<file path="src/hw/rtl/adcd_pkg.sv">
// Shared constants, register indexes and the median-of-three helper for the
// converter-sample decimator. No dependencies.
`default_nettype none

package adcd_pkg;

  localparam int SAMPLE_W           = 16;
  localparam int FACTOR_W           = 5;
  localparam int CFG_IDX_W          = 1;
  localparam int CFG_DATA_W         = 5;
  localparam int MAX_DECIMATION_DEF = 16;

  localparam logic [CFG_IDX_W-1:0] REG_FACTOR = 1'd0;
  localparam logic [CFG_IDX_W-1:0] REG_MEDIAN = 1'd1;

  localparam logic [FACTOR_W-1:0] FACTOR_RESET = 5'd1;

  typedef logic [SAMPLE_W-1:0] sample_t;

  // middle value of three samples
  function automatic sample_t mid_of_three(input sample_t a, input sample_t b,
                                           input sample_t c);
    sample_t lo;
    sample_t hi;
    begin
      lo = (a > b) ? b : a;
      hi = (a > b) ? a : b;
      if (c >= hi) begin
        mid_of_three = hi;
      end else if (c <= lo) begin
        mid_of_three = lo;
      end else begin
        mid_of_three = c;
      end
    end
  endfunction

endpackage

`default_nettype wire

</file>
<file path="src/hw/rtl/adc_sample_decimator_top.sv">
// Top level of the converter-sample decimator: group sequencer, registers
// and output stage. Uses adcd_pkg and the divider adcd_div.
//
//  port group | dir | payload                                  | handshake
//  in_*       | in  | tdata[15:0] raw_sample, tlast eoc        | tvalid/tready
//  out_*      | out | tdata[15:0] decimated_sample, tlast last  | tvalid/tready
//  cfg_*      | in  | idx 0 decimation_factor, 1 median_mode    | cfg_we
//
// Pass-through and median results go from the result register to the output
// register; a mean first takes the 16+clog2(factor limit) steps of the
// bit-serial divider, and no sample is taken until the result is written.
// Reset is synchronous, active low; factor resets to 1, median mode to 1.
// A waiting result sits in the output register while new requests are taken;
// the sequencer stalls only when a second result is ready before it drains.
`default_nettype none

module adc_sample_decimator_top #(
  parameter int MAX_DECIMATION = adcd_pkg::MAX_DECIMATION_DEF
) (
  input  wire logic                           clk,
  input  wire logic                           rst_n,
  input  wire logic                           in_tvalid,
  output logic                                in_tready,
  input  wire logic [15:0]                    in_tdata,   // [15:0] raw_sample
  input  wire logic                           in_tlast,   // end_of_capture
  output logic                                out_tvalid,
  input  wire logic                           out_tready,
  output logic [15:0]                         out_tdata,  // [15:0] decimated_sample
  output logic                                out_tlast,  // last_of_capture
  input  wire logic                           cfg_we,
  input  wire logic [adcd_pkg::CFG_IDX_W-1:0] cfg_idx,
  input  wire logic [adcd_pkg::CFG_DATA_W-1:0] cfg_wdata
);

  localparam int FMAX = (MAX_DECIMATION < 31) ? MAX_DECIMATION : 31;
  localparam int CW   = $clog2(FMAX + 1);
  localparam int SW   = adcd_pkg::SAMPLE_W + $clog2(FMAX);
  localparam logic [adcd_pkg::FACTOR_W-1:0] FMAX_F = adcd_pkg::FACTOR_W'(FMAX);

  localparam logic [1:0] ST_IDLE  = 2'd0;
  localparam logic [1:0] ST_DIV   = 2'd1;
  localparam logic [1:0] ST_WRITE = 2'd2;

  logic [1:0]                    state_r, state_nxt;
  logic [adcd_pkg::FACTOR_W-1:0] factor_r, factor_nxt;
  logic                          median_r, median_nxt;
  logic [SW-1:0]                 sum_r, sum_nxt;
  logic [CW-1:0]                 count_r, count_nxt;
  adcd_pkg::sample_t             held0_r, held0_nxt;
  adcd_pkg::sample_t             held1_r, held1_nxt;
  adcd_pkg::sample_t             res_r, res_nxt;
  logic                          res_last_r, res_last_nxt;
  logic                          out_valid_r, out_valid_nxt;
  adcd_pkg::sample_t             out_data_r, out_data_nxt;
  logic                          out_last_r, out_last_nxt;

  logic [CW-1:0]      eff;
  logic               accept;
  logic               out_free;
  adcd_pkg::sample_t  sample;
  logic [SW-1:0]      sum_add;
  logic [CW-1:0]      count_add;
  logic               div_start;
  logic [SW-1:0]      div_dividend;
  logic               div_done;
  logic [SW-1:0]      div_quotient;

  always_comb begin
    if (factor_r == '0) begin
      eff = CW'(1);
    end else if (factor_r > FMAX_F) begin
      eff = CW'(FMAX);
    end else begin
      eff = factor_r[CW-1:0];
    end
  end

  assign sample    = in_tdata;
  assign in_tready = (state_r == ST_IDLE);
  assign accept    = in_tvalid && in_tready;
  assign out_free  = !out_valid_r || out_tready;
  assign sum_add   = sum_r + SW'(sample);
  assign count_add = count_r + 1'b1;
  assign div_dividend = sum_add + SW'(eff >> 1);

  always_comb begin
    state_nxt     = state_r;
    factor_nxt    = factor_r;
    median_nxt    = median_r;
    sum_nxt       = sum_r;
    count_nxt     = count_r;
    held0_nxt     = held0_r;
    held1_nxt     = held1_r;
    res_nxt       = res_r;
    res_last_nxt  = res_last_r;
    out_valid_nxt = out_valid_r && !out_tready;
    out_data_nxt  = out_data_r;
    out_last_nxt  = out_last_r;
    div_start     = 1'b0;

    if (cfg_we) begin
      if (cfg_idx == adcd_pkg::REG_FACTOR) begin
        factor_nxt = cfg_wdata[adcd_pkg::FACTOR_W-1:0];
        sum_nxt    = '0;
        count_nxt  = '0;
        held0_nxt  = '0;
        held1_nxt  = '0;
      end else if (cfg_idx == adcd_pkg::REG_MEDIAN) begin
        median_nxt = cfg_wdata[0];
      end
    end

    case (state_r)
      ST_IDLE: begin
        if (accept) begin
          res_last_nxt = in_tlast;
          if (eff == CW'(1)) begin
            res_nxt   = sample;
            sum_nxt   = '0;
            count_nxt = '0;
            held0_nxt = '0;
            held1_nxt = '0;
            state_nxt = ST_WRITE;
          end else if (count_add < eff) begin
            if (in_tlast) begin
              // drop the partial group
              sum_nxt   = '0;
              count_nxt = '0;
              held0_nxt = '0;
              held1_nxt = '0;
            end else begin
              sum_nxt   = sum_add;
              count_nxt = count_add;
              if (count_r == '0) begin
                held0_nxt = sample;
              end
              if (count_r == CW'(1)) begin
                held1_nxt = sample;
              end
            end
          end else begin
            sum_nxt   = '0;
            count_nxt = '0;
            held0_nxt = '0;
            held1_nxt = '0;
            if (median_r && (eff == CW'(3))) begin
              res_nxt   = adcd_pkg::mid_of_three(held0_r, held1_r, sample);
              state_nxt = ST_WRITE;
            end else begin
              div_start = 1'b1;
              state_nxt = ST_DIV;
            end
          end
        end
      end
      ST_DIV: begin
        if (div_done) begin
          res_nxt   = div_quotient[adcd_pkg::SAMPLE_W-1:0];
          state_nxt = ST_WRITE;
        end
      end
      ST_WRITE: begin
        // hold the result until the output register drains
        if (out_free) begin
          out_valid_nxt = 1'b1;
          out_data_nxt  = res_r;
          out_last_nxt  = res_last_r;
          state_nxt     = ST_IDLE;
        end
      end
      default: begin
        state_nxt = ST_IDLE;
      end
    endcase
  end

  always_ff @(posedge clk) begin
    if (!rst_n) begin
      state_r     <= ST_IDLE;
      factor_r    <= adcd_pkg::FACTOR_RESET;
      median_r    <= 1'b1;
      sum_r       <= '0;
      count_r     <= '0;
      held0_r     <= '0;
      held1_r     <= '0;
      out_valid_r <= 1'b0;
    end else begin
      state_r     <= state_nxt;
      factor_r    <= factor_nxt;
      median_r    <= median_nxt;
      sum_r       <= sum_nxt;
      count_r     <= count_nxt;
      held0_r     <= held0_nxt;
      held1_r     <= held1_nxt;
      out_valid_r <= out_valid_nxt;
    end
    res_r      <= res_nxt;
    res_last_r <= res_last_nxt;
    out_data_r <= out_data_nxt;
    out_last_r <= out_last_nxt;
  end

  adcd_div #(
    .DVD_W (SW),
    .DVS_W (CW)
  ) u_div (
    .clk      (clk),
    .rst_n    (rst_n),
    .start    (div_start),
    .dividend (div_dividend),
    .divisor  (eff),
    .done     (div_done),
    .quotient (div_quotient)
  );

  assign out_tvalid = out_valid_r;
  assign out_tdata  = out_data_r;
  assign out_tlast  = out_last_r;

endmodule

`default_nettype wire

</file>
<file path="src/hw/rtl/adcd_div.sv">
// Restoring divider, one quotient bit per cycle, for the decimator mean.
// Depends on nothing outside this file.
`default_nettype none

module adcd_div #(
  parameter int DVD_W = 20,
  parameter int DVS_W = 5
) (
  input  wire logic             clk,
  input  wire logic             rst_n,
  input  wire logic             start,
  input  wire logic [DVD_W-1:0] dividend,
  input  wire logic [DVS_W-1:0] divisor,
  output logic                  done,
  output logic [DVD_W-1:0]      quotient
);

  localparam int CNT_W = $clog2(DVD_W + 1);

  logic [DVS_W-1:0] rem_r, rem_nxt;
  logic [DVD_W-1:0] quo_r, quo_nxt;
  logic [DVS_W-1:0] dvs_r, dvs_nxt;
  logic [CNT_W-1:0] cnt_r, cnt_nxt;
  logic             done_r, done_nxt;
  logic [DVS_W:0]   shifted;
  logic [DVS_W:0]   diff;
  logic             fits;

  assign shifted = {rem_r, quo_r[DVD_W-1]};
  assign diff    = shifted - {1'b0, dvs_r};
  assign fits    = shifted >= {1'b0, dvs_r};

  always_comb begin
    rem_nxt  = rem_r;
    quo_nxt  = quo_r;
    dvs_nxt  = dvs_r;
    cnt_nxt  = cnt_r;
    done_nxt = 1'b0;
    if (start) begin
      rem_nxt = '0;
      quo_nxt = dividend;
      dvs_nxt = divisor;
      cnt_nxt = CNT_W'(DVD_W);
    end else if (cnt_r != '0) begin
      // shift in the next dividend bit, subtract where it fits
      rem_nxt  = fits ? diff[DVS_W-1:0] : shifted[DVS_W-1:0];
      quo_nxt  = {quo_r[DVD_W-2:0], fits};
      cnt_nxt  = cnt_r - 1'b1;
      done_nxt = (cnt_r == CNT_W'(1));
    end
  end

  always_ff @(posedge clk) begin
    if (!rst_n) begin
      cnt_r  <= '0;
      done_r <= 1'b0;
    end else begin
      cnt_r  <= cnt_nxt;
      done_r <= done_nxt;
    end
    rem_r <= rem_nxt;
    quo_r <= quo_nxt;
    dvs_r <= dvs_nxt;
  end

  assign done     = done_r;
  assign quotient = quo_r;

endmodule

`default_nettype wire

</file>
<file path="config.mk">
export PLATFORM = sky130hd
export DESIGN_NAME = adc_sample_decimator_top
export DESIGN_NICKNAME = d
export VERILOG_FILES = /design/src/hw/rtl/adcd_pkg.sv /design/src/hw/rtl/adc_sample_decimator_top.sv /design/src/hw/rtl/adcd_div.sv
export SDC_FILE = /design/constraint.sdc
export NUM_CORES = 1
export LEC_CHECK = 0
export ABC_AREA = 1
export BUFFER_PORTS_ARGS = -buffer_cell sky130_fd_sc_hd__buf_2
export CORE_MARGIN = 2
export CORE_UTILIZATION = 40
export DETAILED_ROUTE_END_ITERATION = 12
export GPL_TIMING_DRIVEN = 0
export MAX_ROUTING_LAYER = met4
export SYNTH_ARGS = -nofsm -noshare
export SYNTH_HDL_FRONTEND = slang
export SYNTH_SLANG_ARGS = --single-unit
</file>
<file path="constraint.sdc">
create_clock -name clk -period 8.55 [get_ports clk]
set_clock_uncertainty 0.1 [all_clocks]
set_input_delay 1.2825 -clock clk [delete_from_list [all_inputs] [get_ports clk]]
set_output_delay 1.2825 -clock clk [all_outputs]
set_load 0.005 [all_outputs]
</file>
==> results.sh <==
export IMPL_grt_pass1_wl_microns=46200
export IMPL_period_share_pct=60.6
export IMPL_multiInputGateArea_sq_um=5420
export IMPL_endpoint="res_r[11]"
export IMPL_drv_slew=0
export IMPL_slew_headroom_pct=17.7
export IMPL_route_detailed_drc=0
export IMPL_cts_resized=0
export IMPL_finalCriticalPeriod_ns=5.18
export IMPL_arrival_ns=5.25
export IMPL_die_x_microns=159
export IMPL_reg2reg_from="held1_r[15]"
export IMPL_grt_pass1_vias=8414
export IMPL_path_cells="inv_1, ha_1, nand4_1, nor2_1, nand3_1, nand2_1, buf_2, clkbuf_1, o21ai_0, ha_1, inv_1, nor2_1, nor2_1, o21ai_0, nand2_1, nand2_1, nand2_1, nand3_1, inv_1, buf_2, nand3_1, nand3_1, nand2_1, nand2_1"
export IMPL_p_total_mw=2.92
export IMPL_rsz0062_at_grt="false"
export IMPL_worstSetupPathType="flip-flop to flip-flop"
export IMPL_async_flop_share_pct=0
export IMPL_start_util_pct=40.7
export IMPL_crit_path_frequent_cell="nand2_1"
export IMPL_grt_use_met2_pct=37.3
export IMPL_drt_iter0_drc=722
export IMPL_cellLeakagePower_nw=4.81
export IMPL_peakVddDrop_mv=0.122
export IMPL_final_hold_viol_count=0
export IMPL_grt_max_degree=21
export IMPL_wirelength_microns=29100
export IMPL_grt_usage_pct=24.9
export IMPL_syn_area_per_cell_sq_um=7.27
export IMPL_wl_per_cell_microns=17.0
export IMPL_r2r_cells=24
export IMPL_first_pass_iters=5
export IMPL_setup_tns_ns=0
export IMPL_cap_violations=0
export IMPL_worstSkewPairLatency_ns=0.43
export IMPL_outcome="finished clean"
export IMPL_pin_count=47
export IMPL_ys_warn_count=0
export IMPL_cts_tree="yes"
export IMPL_cp_slowest_stage_delay_ns=0.45
export IMPL_grt_ovfl_total=0
export IMPL_synth_top_flop_cell="dfxtp_1"
export IMPL_synth_edff_count=59
export IMPL_io_buffers=46
export IMPL_dp_hpwl_microns=22400
export IMPL_cts_root_buf="clkbuf_16"
export IMPL_drive_above_1_share_pct=10.4
export IMPL_gr_usage_met1_pct=34.4
export IMPL_fin_util_pct=45.7
export IMPL_antenna_found_initial=0
export IMPL_post_cts_buffers=0
export IMPL_vias_per_cell=5.29
export IMPL_critPathSlowestCell="clkbuf_1"
export IMPL_cts_buffer_depth=2
export IMPL_die_y_microns=159
export IMPL_r2r_slack_ns=3.37
export IMPL_tightest_slew_ns=1.23
export IMPL_layout_nets=1492
export IMPL_grt_busiest_layer="met2"
export IMPL_final_cell_mix="341 x nand2_1, 156 x nand3_1, 149 x inv_1, 111 x a21oi_1, 82 x ha_1"
export IMPL_reg2reg_to="res_r[11]"
export IMPL_cp_start_kind="flip-flop"
export IMPL_die_area_sq_um=25100
export IMPL_core_sq_um=23500
export IMPL_clkSinkCount=136
export IMPL_final_common_cell="nand2_1"
export IMPL_h_tree_depth=4
export IMPL_fillers=2415
export IMPL_cts_buffers_inserted=17
export IMPL_routed_via_count=9043
export IMPL_clock_fmax_ghz=0.193
export IMPL_hold_path_class="flip-flop to flip-flop"
export IMPL_grt_use_met3_pct=3.65
export IMPL_area_growth_synth_to_final_pct=12.4
export IMPL_yosysSeqAreaShare_pct=34.7
export IMPL_syn_area_sq_um=9560
export IMPL_powerDensity_nw_per_um2=272
export IMPL_path_max_fanout=10
export IMPL_rows=56
export IMPL_syn_instance_count=1314
export IMPL_antenna_cells=0
export IMPL_crit_required_ns=8.62
export IMPL_ys_ff_latch=136
export IMPL_ys_types=43
export IMPL_end_kind="flip-flop"
export IMPL_gp_congestion=0.999
export IMPL_path_clk_slew_ns=0.06
export IMPL_cts_hold_buffers=0
export IMPL_cp_startpoint="held1_r[15]"
export IMPL_ff_latch_area_sq_um=3310
export IMPL_finalSetupViolCount=0
export IMPL_postRouteAntennaNets=0
export IMPL_synth_fp_nets=1427
[through the flow]
stage	hold slack [ns]	std cells	area [sq um]	setup slack, ns
finish	0.311	1711	10700	3.37
global route	0.321	1711	10700	2.92
global placement	0.304	1679	10200	3.47
detailed placement	0.305	1679	10200	3.47
floorplan	0.300	1314	9560	4.72
CTS	0.313	1711	10700	3.47
[power breakdown]
group / switching (mW) / internal, mW
Clock: 0.306 / 0.404
Sequential: 0.0685 / 0.874
Combinational: 0.871 / 0.395
Total: 1.25 / 1.67
[worst min-delay path by stage]
stage / start / end / slack (ns) / depth (start not counted)
finish: res_r[14] / out_tdata[14] / 0.31 / 0
global route: res_r[14] / out_tdata[14] / 0.32 / 0
CTS: res_r[14] / out_tdata[14] / 0.31 / 0
detailed placement: res_r[12] / out_tdata[12] / 0.30 / 0
global placement: res_r[15] / out_tdata[15] / 0.30 / 0
floorplan: res_r[0] / out_tdata[0] / 0.30 / 0
[layout make-up]
type	instances	share of cell area, %
Clock buffer	19	4.03
Timing Repair Buffer	46	2.14
Clock inverter	13	1.12
Tap cell	319	3.72
Sequential cell	136	30.9
Inverter	154	5.38
Buffer	50	2.24
Multi-Input combinational cell	974	50.5
[kinds of logic after synthesis]
logic type / after synthesis / synth area share [%]
AOI/OAI and AO/OA: 236 / 13.9
xor gates and xnor gates: 18 / 1.65
adders and majority gates: 85 / 11.4
buffers and inverters: 204 / 8.56
DFF: 136 / 34.7
and+or+nand+nor: 635 / 29.8
[synthesized netlist by cell type (2+ instances only)]
master | instances | area [sq um]
o21a_1 | 3 | 22.5
nand3_2 | 2 | 20.0
nor2_2 | 8 | 50.1
edfxtp_1 | 59 | 1770
and2_1 | 17 | 106
nand2_2 | 21 | 131
buf_4 | 3 | 22.5
o21ai_0 | 69 | 345
a21oi_1 | 111 | 556
nand2_1 | 341 | 1280
nand4_1 | 13 | 81.3
nor2_1 | 56 | 210
buf_2 | 13 | 65.1
a211oi_1 | 31 | 233
inv_1 | 149 | 559
clkbuf_1 | 30 | 113
nand3_1 | 156 | 781
or2_2 | 2 | 12.5
dfxtp_1 | 77 | 1540
nand2_4 | 2 | 22.5
a31oi_1 | 2 | 12.5
ha_1 | 82 | 1030
fa_1 | 3 | 60.1
inv_2 | 5 | 18.8
o211ai_1 | 13 | 97.6
a21oi_2 | 2 | 17.5
buf_6 | 2 | 22.5
xor2_1 | 14 | 123
a211oi_2 | 2 | 25.0
nor3_1 | 5 | 25.0
nor2_4 | 2 | 22.5
nand3b_1 | 5 | 37.5
xnor2_1 | 4 | 35.0
[critical path, delay by kind of cell, from the launching register on]
kind | cells | cell delay (ns)
flip-flops | 1 | 0.37
AO/OA/AOI/OAI | 2 | 0.46
buffers and inverters | 6 | 1.39
adder cells (fa/ha/maj) | 2 | 0.63
AND/OR/NAND/NOR | 14 | 1.96
[per-layer routing]
layer | wire length [microns] | up-vias
li1 | - | 4547
met1 | 14100 | 4160
met2 | 12700 | 287
met3 | 1640 | 49
met4 | 682 | 0
met5 | 0 | -
[registers in the layout, summed over array words and instances (netlist names), 16 cells and up]
register / count
res_r: 16
u_div.quotient: 20
sum_r: 20
out_tdata: 16
held0_r: 16
held1_r: 16
Note: power is estimated with default switching activity, not from simulation.
